**src/sv/mkdr_pkg.sv**
```systemverilog
// Shared types, constants and register codes for the multi-key debounce block.
`timescale 1ns / 1ps
package mkdr_pkg;

	// Fixed field widths
	localparam int PIN_W   = 12;
	localparam int CNT_W   = 6;
	localparam int HOLD_W  = 16;
	localparam int KEY_W   = 4;
	localparam int CFG_W   = 16;
	localparam int CFG_IDX_W = 2;

	// Default key count
	localparam int NUM_KEYS_DEF = 12;

	// Register reset values
	localparam logic [CNT_W-1:0]  ON_THRESHOLD_RST = CNT_W'(30);
	localparam logic [HOLD_W-1:0] REPEAT_START_RST = HOLD_W'(250);
	localparam logic [PIN_W-1:0]  SCAN_EN_RST      = PIN_W'(4061);
	localparam logic [PIN_W-1:0]  REPEAT_EN_RST    = PIN_W'(9);

	// Register indexes
	typedef enum logic [CFG_IDX_W-1:0] {
		REG_ON_THRESHOLD = 2'd0,
		REG_REPEAT_START = 2'd1,
		REG_SCAN_EN      = 2'd2,
		REG_REPEAT_EN    = 2'd3
	} cfg_reg_t;

	// Input beat
	typedef struct packed {
		logic [PIN_W-1:0] pin_levels;
		logic             repeat_tick;
	} in_beat_t;

	// Result beat
	typedef struct packed {
		logic             push_valid;
		logic [KEY_W-1:0] push_key;
		logic             pull_valid;
		logic [KEY_W-1:0] pull_key;
		logic             repeat_valid;
		logic [KEY_W-1:0] repeat_key;
		logic [PIN_W-1:0] pressed_mask;
	} out_beat_t;

	// Per-lane findings handed to the merge stage
	typedef struct packed {
		logic push_ev;
		logic pull_ev;
		logic rep_ev;
		logic key_on;
	} lane_stat_t;

endpackage

```
**src/sv/multi_key_debounce_repeat_top.sv**
```systemverilog
// Top level of the multi-key debouncer with hold-repeat detection.
`timescale 1ns / 1ps
//  channel  | handshake            | payload
//  ---------+----------------------+--------------------------
//  input    | in_valid / in_stall  | in_data  (in_beat_t)
//  output   | out_valid / out_stall| out_data (out_beat_t)
//  config   | cfg_we               | cfg_index, cfg_data
//
// One beat per clock while in_stall is low; a result is registered in the output
// register, or in the skid entry while the output is held. Every key lane updates
// its counter, on bit and hold count in the accepting cycle.
// The output register has one skid entry: in_stall rises only when both are full.
// Asynchronous reset clears all key state and loads the register defaults.
module multi_key_debounce_repeat_top
	import mkdr_pkg::*;
#(
	parameter int NUM_KEYS = NUM_KEYS_DEF
) (
	input  logic                 clk,
	input  logic                 arst_n,
	input  logic                 in_valid,
	output logic                 in_stall,
	input  in_beat_t             in_data,
	output logic                 out_valid,
	input  logic                 out_stall,
	output out_beat_t            out_data,
	input  logic                 cfg_we,
	input  logic [CFG_IDX_W-1:0] cfg_index,
	input  logic [CFG_W-1:0]     cfg_data
);

	localparam int LANES = (NUM_KEYS < PIN_W) ? NUM_KEYS : PIN_W;

	logic [CNT_W-1:0]  on_threshold_q;
	logic [HOLD_W-1:0] repeat_start_q;
	logic [PIN_W-1:0]  scan_en_q;
	logic [PIN_W-1:0]  repeat_en_q;
	logic              acc;
	lane_stat_t        stat [LANES];

	assign acc = in_valid && !in_stall;

	// Configuration registers
	always_ff @(posedge clk or negedge arst_n) begin
		if (!arst_n) begin
			on_threshold_q <= ON_THRESHOLD_RST;
			repeat_start_q <= REPEAT_START_RST;
			scan_en_q      <= SCAN_EN_RST;
			repeat_en_q    <= REPEAT_EN_RST;
		end else if (cfg_we) begin
			case (cfg_reg_t'(cfg_index))
				REG_ON_THRESHOLD: on_threshold_q <= cfg_data[CNT_W-1:0];
				REG_REPEAT_START: repeat_start_q <= cfg_data[HOLD_W-1:0];
				REG_SCAN_EN:      scan_en_q      <= cfg_data[PIN_W-1:0];
				REG_REPEAT_EN:    repeat_en_q    <= cfg_data[PIN_W-1:0];
				default: ;
			endcase
		end
	end

	// Key lanes
	for (genvar i = 0; i < LANES; i++) begin : g_lane
		mkdr_lane u_lane (
			.clk          (clk),
			.arst_n       (arst_n),
			.acc          (acc),
			.pin          (in_data.pin_levels[i]),
			.repeat_tick  (in_data.repeat_tick),
			.scan_en      (scan_en_q[i]),
			.repeat_en    (repeat_en_q[i]),
			.on_threshold (on_threshold_q),
			.repeat_start (repeat_start_q),
			.stat         (stat[i])
		);
	end

	// Merge and output buffering
	mkdr_merge #(
		.LANES (LANES)
	) u_merge (
		.clk       (clk),
		.arst_n    (arst_n),
		.acc       (acc),
		.stat      (stat),
		.out_stall (out_stall),
		.out_valid (out_valid),
		.out_data  (out_data),
		.in_stall  (in_stall)
	);

endmodule

```
**src/sv/mkdr_lane.sv**
```systemverilog
// One key lane: integrating debounce counter, on state and hold-repeat counter.
`timescale 1ns / 1ps
module mkdr_lane
	import mkdr_pkg::*;
(
	input  logic              clk,
	input  logic              arst_n,
	input  logic              acc,
	input  logic              pin,
	input  logic              repeat_tick,
	input  logic              scan_en,
	input  logic              repeat_en,
	input  logic [CNT_W-1:0]  on_threshold,
	input  logic [HOLD_W-1:0] repeat_start,
	output lane_stat_t        stat
);

	logic [CNT_W-1:0]  cnt_q, cnt_n;
	logic              on_q, on_n;
	logic              pmark_q, pmark_n;
	logic [HOLD_W-1:0] hold_q, hold_n;
	logic              push_ev, pull_ev, rep_ev;

	// Debounce then repeat detection, on the freshly updated state
	always_comb begin
		cnt_n   = cnt_q;
		on_n    = on_q;
		pmark_n = pmark_q;
		hold_n  = hold_q;
		push_ev = 1'b0;
		pull_ev = 1'b0;
		rep_ev  = 1'b0;
		if (scan_en) begin
			if (pin) begin
				// released: count down towards zero
				if (cnt_q != '0) cnt_n = cnt_q - CNT_W'(1);
				if (cnt_n == '0) begin
					pmark_n = 1'b0;
					if (on_q) begin
						on_n    = 1'b0;
						pull_ev = 1'b1;
					end
				end
			end else begin
				// pressed: count up, saturating at the threshold
				if (cnt_q < on_threshold) cnt_n = cnt_q + CNT_W'(1);
				if (cnt_n >= on_threshold) begin
					if (!on_q) begin
						on_n    = 1'b1;
						pmark_n = 1'b1;
						push_ev = 1'b1;
					end else begin
						pmark_n = 1'b0;
					end
				end
			end
		end
		if (repeat_tick && repeat_en) begin
			if (on_n && !pmark_n) begin
				hold_n = hold_q + HOLD_W'(1);
				rep_ev = (hold_n == repeat_start);
			end else begin
				hold_n = '0;
			end
		end
	end

	// State update on each accepted beat
	always_ff @(posedge clk or negedge arst_n) begin
		if (!arst_n) begin
			cnt_q   <= '0;
			on_q    <= 1'b0;
			pmark_q <= 1'b0;
			hold_q  <= '0;
		end else if (acc) begin
			cnt_q   <= cnt_n;
			on_q    <= on_n;
			pmark_q <= pmark_n;
			hold_q  <= hold_n;
		end
	end

	assign stat.push_ev = push_ev;
	assign stat.pull_ev = pull_ev;
	assign stat.rep_ev  = rep_ev;
	assign stat.key_on  = on_n;

endmodule

```
**src/sv/mkdr_merge.sv**
```systemverilog
// Merge stage: highest-index pick per event kind, output register and skid entry.
`timescale 1ns / 1ps
module mkdr_merge
	import mkdr_pkg::*;
#(
	parameter int LANES = NUM_KEYS_DEF
) (
	input  logic       clk,
	input  logic       arst_n,
	input  logic       acc,
	input  lane_stat_t stat [LANES],
	input  logic       out_stall,
	output logic       out_valid,
	output out_beat_t  out_data,
	output logic       in_stall
);

	out_beat_t res;
	out_beat_t out_q, skid_q;
	logic      out_valid_q, skid_valid_q;

	// Later lanes override earlier ones, so the highest index wins
	always_comb begin
		res = '0;
		for (int i = 0; i < LANES; i++) begin
			if (stat[i].push_ev) begin
				res.push_valid = 1'b1;
				res.push_key   = KEY_W'(i);
			end
			if (stat[i].pull_ev) begin
				res.pull_valid = 1'b1;
				res.pull_key   = KEY_W'(i);
			end
			if (stat[i].rep_ev) begin
				res.repeat_valid = 1'b1;
				res.repeat_key   = KEY_W'(i);
			end
			res.pressed_mask[i] = stat[i].key_on;
		end
	end

	// Output register with one skid entry behind it
	always_ff @(posedge clk or negedge arst_n) begin
		if (!arst_n) begin
			out_valid_q  <= 1'b0;
			skid_valid_q <= 1'b0;
		end else if (!out_valid_q || !out_stall) begin
			if (skid_valid_q) begin
				out_valid_q  <= 1'b1;
				skid_valid_q <= 1'b0;
			end else begin
				out_valid_q <= acc;
			end
		end else if (acc) begin
			skid_valid_q <= 1'b1;
		end
	end

	// Payload registers
	always_ff @(posedge clk) begin
		if (!out_valid_q || !out_stall) begin
			if (skid_valid_q) out_q <= skid_q;
			else if (acc) out_q <= res;
		end else if (acc) begin
			skid_q <= res;
		end
	end

	assign out_valid = out_valid_q;
	assign out_data  = out_q;
	assign in_stall  = skid_valid_q;

`ifndef SYNTHESIS
	// skid entry only fills behind a held output beat
	a_skid_behind_out: assert property (@(posedge clk) disable iff (!arst_n)
		skid_valid_q |-> out_valid_q)
		else $error("skid entry valid with empty output register");

	// a beat taken while the output is held must land in the skid entry
	a_skid_fill: assert property (@(posedge clk) disable iff (!arst_n)
		(out_valid_q && out_stall && acc) |=> skid_valid_q)
		else $error("beat accepted under stall was dropped");

	// a reported push key is shown pressed
	a_push_pressed: assert property (@(posedge clk) disable iff (!arst_n)
		(out_valid_q && out_q.push_valid) |->
		(((out_q.pressed_mask >> out_q.push_key) & PIN_W'(1)) != '0))
		else $error("push key not in pressed mask");

	// a reported pull key is shown released
	a_pull_released: assert property (@(posedge clk) disable iff (!arst_n)
		(out_valid_q && out_q.pull_valid) |->
		(((out_q.pressed_mask >> out_q.pull_key) & PIN_W'(1)) == '0))
		else $error("pull key still in pressed mask");
`endif

endmodule
```
**config.mk**
```make
export PLATFORM = sky130hd
export DESIGN_NAME = multi_key_debounce_repeat_top
export DESIGN_NICKNAME = d
export VERILOG_FILES = /design/src/sv/mkdr_pkg.sv /design/src/sv/multi_key_debounce_repeat_top.sv /design/src/sv/mkdr_lane.sv /design/src/sv/mkdr_merge.sv
export SDC_FILE = /design/constraint.sdc
export NUM_CORES = 1
export LEC_CHECK = 0
export CAP_MARGIN = 0
export CORE_ASPECT_RATIO = 1.75
export CORE_UTILIZATION = 43
export DETAILED_ROUTE_END_ITERATION = 12
export DONT_BUFFER_PORTS = 1
export PLACE_DENSITY_LB_ADDON = 0.08
export SYNTH_ARGS = -nofsm -noshare
export SYNTH_HDL_FRONTEND = slang
export SYNTH_SLANG_ARGS = --single-unit
export TNS_END_PERCENT = 100
```
**constraint.sdc**
```tcl
create_clock -name clk -period 6.28 [get_ports clk]
set_input_delay 0.942 -clock clk [delete_from_list [all_inputs] [get_ports clk]]
set_output_delay 0.942 -clock clk [all_outputs]
set_load 0.005 [all_outputs]
```
==> metrics.md <==
| Metric | Value |
|---|---|
| Reported leakage power | 13.1 nW |
| Total chip power | 11.7 mW |
| DR vias/cell | 6.16 |
| Fmax | 170 MHz |
| Outcome | complete, no violations |
| TNS Setup | 0 ps |
| Post-CTS resize count | 0 |
| Half-perimeter wire length after placement | 69.0 mm |
| Number of setup violations in the final report | 0 |
| Die footprint | 72800 um2 |
| Largest net degree at the start of global routing | 337 |
| Share of cells above drive strength 1 | 7.09% |
| Pre-antenna DRT Iters | 6 |
| Initial DRC Count | 1944 |
| Maximum root-to-sink buffer count | 3 |
| Htree depth | 2 |
| Clk Latency, worst-skew pair | 620 ps |
| Register bit count reported by yosys | 390 |
| Placed Cells | 4413 |
| Total nets after synthesis | 3881 |
| Number of sinks driven by the clock tree | 390 |
| Area taken by flip-flops and latches | 10100 um2 |
| Synth top area share | 25.5% |
| Worst slew margin relative to its limit | 22.8% |
| Number of vias in the routed layout | 27700 |
| Clock Skew | 29.5 ps |
| Part of the Yosys area used for sequential elements | 32.6% |
| Async SR Flop Fraction | 86.2% |
| Die Width | 204 um |
| Cts-stage hold buffer count | 0 |
| Maximum vdd drop | 196 uV |
| Final count of hold timing violations | 0 |
| Number of input and output port buffers inserted | 0 |
| Endpoint class of the critical path | register |
| Number of fill cells in the layout | 6787 |
| Layout overhead on the synthesized area | 7.12% |
| Total wire length | 97.9 mm |
| DRC | 0 |
| Cell breakdown of the critical path | inv_1 -> ha_1 -> a21o_1 -> a21o_1 -> a21o_1 -> a21o_1 -> a21oi_1 -> nand4_1 -> nor2_1 -> xor2_1 -> ha_1 -> nand3_1 -> or2_2 -> o22ai_1 -> a2bb2oi_1 -> buf_4 -> nor4_1 -> o211ai_1 -> a211oi_1 -> o311a_1 -> o32a_1 |
| Synth warnings | 0 |
| Primary flip-flop cell chosen by synthesis mapping | sky130_fd_sc_hd__dfrtp_1 |
| I/O pin total | 65 |
| Post-synth EDFFs | 54 |
| Clock edge transition at the registers on the reported setup and hold paths | 70 ps |
| Core Util, Final | 46.6% |
| Area of combinational cells with multiple inputs | 19600 um2 |
| Starting density of the core | 43.5% |
| Final routed wire length divided by cell count | 21.8 um |
| Crit path top cell by count | sky130_fd_sc_hd__a21o_1 |
| Area of the mapped netlist | 30800 um2 |
| Kind of cell adding the most delay to the critical path | compound AO/OA/AOI/OAI gates |
| Synth area leader | sky130_fd_sc_hd__dfrtp_1 |
| Number of setup buffers added after CTS | 0 |
| Non-filler instance count after layout | 4498 |
| Number of global-route vias before repair | 27500 |
| Power per standard cell area | 355 nW/um2 |
| Pin slew with the least headroom to its limit | 1160 ps |
| Worst EP required | 6760 ps |
| Period Utilization, post-route | 93.8% |
| Worst min-delay path class | in -> async |
| Clock tree from TritonCTS | yes |
| Signal arrival time at the worst endpoint | 6370 ps |
| Placer congestion estimate | 0.888 |
| Buffer type at the clock tree root | sky130_fd_sc_hd__clkbuf_16 |
| Ranking of synthesized cells by area | sky130_fd_sc_hd__dfrtp_1 (26%), sky130_fd_sc_hd__ha_1 (7.3%), sky130_fd_sc_hd__o21ai_0 (6.4%) |
| DRT antenna net count | 0 |
| Number of clock buffers inserted by TritonCTS | 46 |
| Overall fraction of global-route tracks in use | 26.9% |
| Diodes inserted | 0 |
| Max-slew violations | 0 |
| Crit path buffers/inverters | 2 |
| Highest cell delay on the worst timing path | 600 ps |
| Highest net fanout along the worst path | 17 |
| Max-Cap Viols | 0 |
| Setup CP Type | reg -> reg |
| First-pass GRT wire length | 154 mm |
| Final-stage net count | 3760 |
| Count of cell types in the netlist | 92 |
| Setup repair after global routing missed its margin | no |
| Overflow left after global routing | 0 |
| Master of the slowest instance on the critical path | sky130_fd_sc_hd__a21oi_1 |
| Number of instances in the synthesized netlist | 3665 |
| Initial antenna violation count | 3 |
| Crit start category | register |
| Post-synthesis area per instance | 8.41 um2 |
| Chip Height | 356 um |
| Floorplan core area | 70900 um2 |
| Minimum period implied by the final worst setup slack | 5890 ps |
| Row count | 129 |
## state kept, by name (all words and copies together) (netlist names)
register / flops
g_lane.u_lane.cnt_q: 72
g_lane.u_lane.hold_q: 192
g_lane.u_lane.on_q: 12
g_lane.u_lane.pmark_q: 12
on_threshold_q: 6
repeat_en_q: 12
repeat_start_q: 16
scan_en_q: 12
u_merge.in_stall: 1
u_merge.out_data: 27
u_merge.out_valid: 1
u_merge.skid_q: 27
## cell type report
type | instances | share of cell area [%]
sequential | 390 | 30.5
multi-input combinational | 2965 | 59.4
inverter | 89 | 1.01
clock buffer | 75 | 4.26
clock inverter | 10 | 0.167
tap | 917 | 3.48
timing repair buffer | 52 | 1.22
## stage by stage
step           hold slack [ps]  area [um2]  worst slack [ps]
6_report                  46.2       33000               389
5_1_grt                   7.88       33000               146
4_1_cts                   6.65       33000               461
3_5_place_dp               477       31500               533
3_3_place_gp               476       31500               651
2_1_floorplan              450       30800               941
## worst register-to-register path, cell delays in order (launching register included)
cell and delay (ps):
sky130_fd_sc_hd__dfstp_2 510, sky130_fd_sc_hd__inv_1 230, sky130_fd_sc_hd__ha_1 380, sky130_fd_sc_hd__a21o_1 160, sky130_fd_sc_hd__a21o_1 170, sky130_fd_sc_hd__a21o_1 170
sky130_fd_sc_hd__a21o_1 180, sky130_fd_sc_hd__a21oi_1 600, sky130_fd_sc_hd__nand4_1 400, sky130_fd_sc_hd__nor2_1 230, sky130_fd_sc_hd__xor2_1 100, sky130_fd_sc_hd__ha_1 320
sky130_fd_sc_hd__nand3_1 70, sky130_fd_sc_hd__or2_2 280, sky130_fd_sc_hd__o22ai_1 350, sky130_fd_sc_hd__a2bb2oi_1 130, sky130_fd_sc_hd__buf_4 230, sky130_fd_sc_hd__nor4_1 340
sky130_fd_sc_hd__o211ai_1 150, sky130_fd_sc_hd__a211oi_1 350, sky130_fd_sc_hd__o311a_1 230, sky130_fd_sc_hd__o32a_1 170
## cells in the mapped netlist (18+ instances only)
master	instances
sky130_fd_sc_hd__mux2i_1	28
sky130_fd_sc_hd__o31ai_1	109
sky130_fd_sc_hd__o41ai_1	21
sky130_fd_sc_hd__edfxtp_1	54
sky130_fd_sc_hd__xnor2_1	204
sky130_fd_sc_hd__nand4_1	71
sky130_fd_sc_hd__and3_1	60
sky130_fd_sc_hd__and4_1	33
sky130_fd_sc_hd__inv_1	83
sky130_fd_sc_hd__a31oi_1	44
sky130_fd_sc_hd__o21ai_0	391
sky130_fd_sc_hd__o211ai_1	18
sky130_fd_sc_hd__nor4_1	41
sky130_fd_sc_hd__o22ai_1	20
sky130_fd_sc_hd__ha_1	180
sky130_fd_sc_hd__mux2_2	65
sky130_fd_sc_hd__or3_1	30
sky130_fd_sc_hd__nand2_1	325
sky130_fd_sc_hd__dfrtp_1	314
sky130_fd_sc_hd__nand3_1	130
sky130_fd_sc_hd__and2_1	39
sky130_fd_sc_hd__dfstp_2	22
sky130_fd_sc_hd__o21a_1	27
sky130_fd_sc_hd__nand2b_1	77
sky130_fd_sc_hd__nor3_1	81
sky130_fd_sc_hd__nor2b_1	43
sky130_fd_sc_hd__a211oi_1	35
sky130_fd_sc_hd__nor2_1	277
sky130_fd_sc_hd__xor2_1	109
sky130_fd_sc_hd__clkbuf_1	191
sky130_fd_sc_hd__a21oi_1	146
sky130_fd_sc_hd__a21o_1	69
## where the power goes
part / internal (mW) / switching, mW
Combinational: 2.20 / 2.91
Sequential: 3.06 / 0.858
Clock: 1.53 / 1.16
## layer usage
layer | GRT usage [%] | up-vias | part of all wire, %
li1 | - | 13200 | -
met3 | 3.68 | 202 | 4.6
met2 | 48.8 | 694 | 51
met4 | 12.6 | 0 | 4.5
met5 | 0 | - | 0
met1 | 30.8 | 13600 | 40
## cell usage in the layout (no fill, tap or decap), types with 15 or more instances in the layout
| cell type | instances |
|---|---|
| sky130_fd_sc_hd__clkbuf_1 | 19 |
| sky130_fd_sc_hd__or2_2 | 17 |
| sky130_fd_sc_hd__and2_1 | 39 |
| sky130_fd_sc_hd__o22ai_1 | 20 |
| sky130_fd_sc_hd__o41ai_1 | 21 |
| sky130_fd_sc_hd__and4_1 | 33 |
| sky130_fd_sc_hd__nand2b_1 | 77 |
| sky130_fd_sc_hd__or3_1 | 30 |
| sky130_fd_sc_hd__a21oi_1 | 145 |
| sky130_fd_sc_hd__clkbuf_16 | 50 |
| sky130_fd_sc_hd__a22o_1 | 17 |
| sky130_fd_sc_hd__nand4_1 | 71 |
| sky130_fd_sc_hd__dfstp_2 | 22 |
| sky130_fd_sc_hd__xor2_1 | 109 |
| sky130_fd_sc_hd__buf_4 | 51 |
| sky130_fd_sc_hd__xnor2_1 | 204 |
| sky130_fd_sc_hd__o21ai_0 | 391 |
| sky130_fd_sc_hd__nor4_1 | 41 |
| sky130_fd_sc_hd__a31oi_1 | 44 |
| sky130_fd_sc_hd__a21o_1 | 69 |
| sky130_fd_sc_hd__o211ai_1 | 18 |
| sky130_fd_sc_hd__and3_1 | 60 |
| sky130_fd_sc_hd__nand3b_1 | 16 |
| sky130_fd_sc_hd__nor3_1 | 81 |
| sky130_fd_sc_hd__nand2_1 | 325 |
| sky130_fd_sc_hd__o22a_1 | 17 |
| sky130_fd_sc_hd__nand3_1 | 130 |
| sky130_fd_sc_hd__o21a_1 | 27 |
| sky130_fd_sc_hd__mux2i_1 | 28 |
| sky130_fd_sc_hd__a32oi_1 | 15 |
| sky130_fd_sc_hd__a211oi_1 | 35 |
| sky130_fd_sc_hd__o31ai_1 | 109 |
| sky130_fd_sc_hd__edfxtp_1 | 54 |
| sky130_fd_sc_hd__nor2_1 | 276 |
| sky130_fd_sc_hd__mux2_2 | 65 |
| sky130_fd_sc_hd__ha_1 | 180 |
| sky130_fd_sc_hd__dfrtp_1 | 314 |
| sky130_fd_sc_hd__nor2b_1 | 42 |
| sky130_fd_sc_hd__inv_1 | 83 |
## cells by family after synthesis
group           after synthesis  share of synthesized area, %
simple gates               1317                          21.9
compound gates             1061                          22.1
flops                       390                          32.6
xor+xnor                    313                          8.90
buf+inv                     310                          3.83
fa+ha+maj                   180                          7.31
mux                          94                          3.32
## path summary, 6_finish.rpt
kind,startpoint,to,slack [ps],cells after the start
max in group asynchronous,arst_n,g_lane[10].u_lane.cnt_q[1]$_DFFE_PN0P_,5430,0
hold reg to reg,g_lane[1].u_lane.pmark_q$_DFFE_PN0P_,g_lane[1].u_lane.pmark_q$_DFFE_PN0P_,490,1
hold / removal,arst_n,g_lane[0].u_lane.cnt_q[0]$_DFFE_PN0P_,50,0
setup / recovery,on_threshold_q[1]$_DFFE_PN1P_,u_merge.out_data[12]$_DFFE_PP_,390,21
setup reg to reg,on_threshold_q[1]$_DFFE_PN1P_,u_merge.out_data[12]$_DFFE_PP_,390,21
min in group clk,in_data[1],g_lane[0].u_lane.cnt_q[3]$_DFFE_PN0P_,430,1
Note: power is estimated with default switching activity, not from simulation.
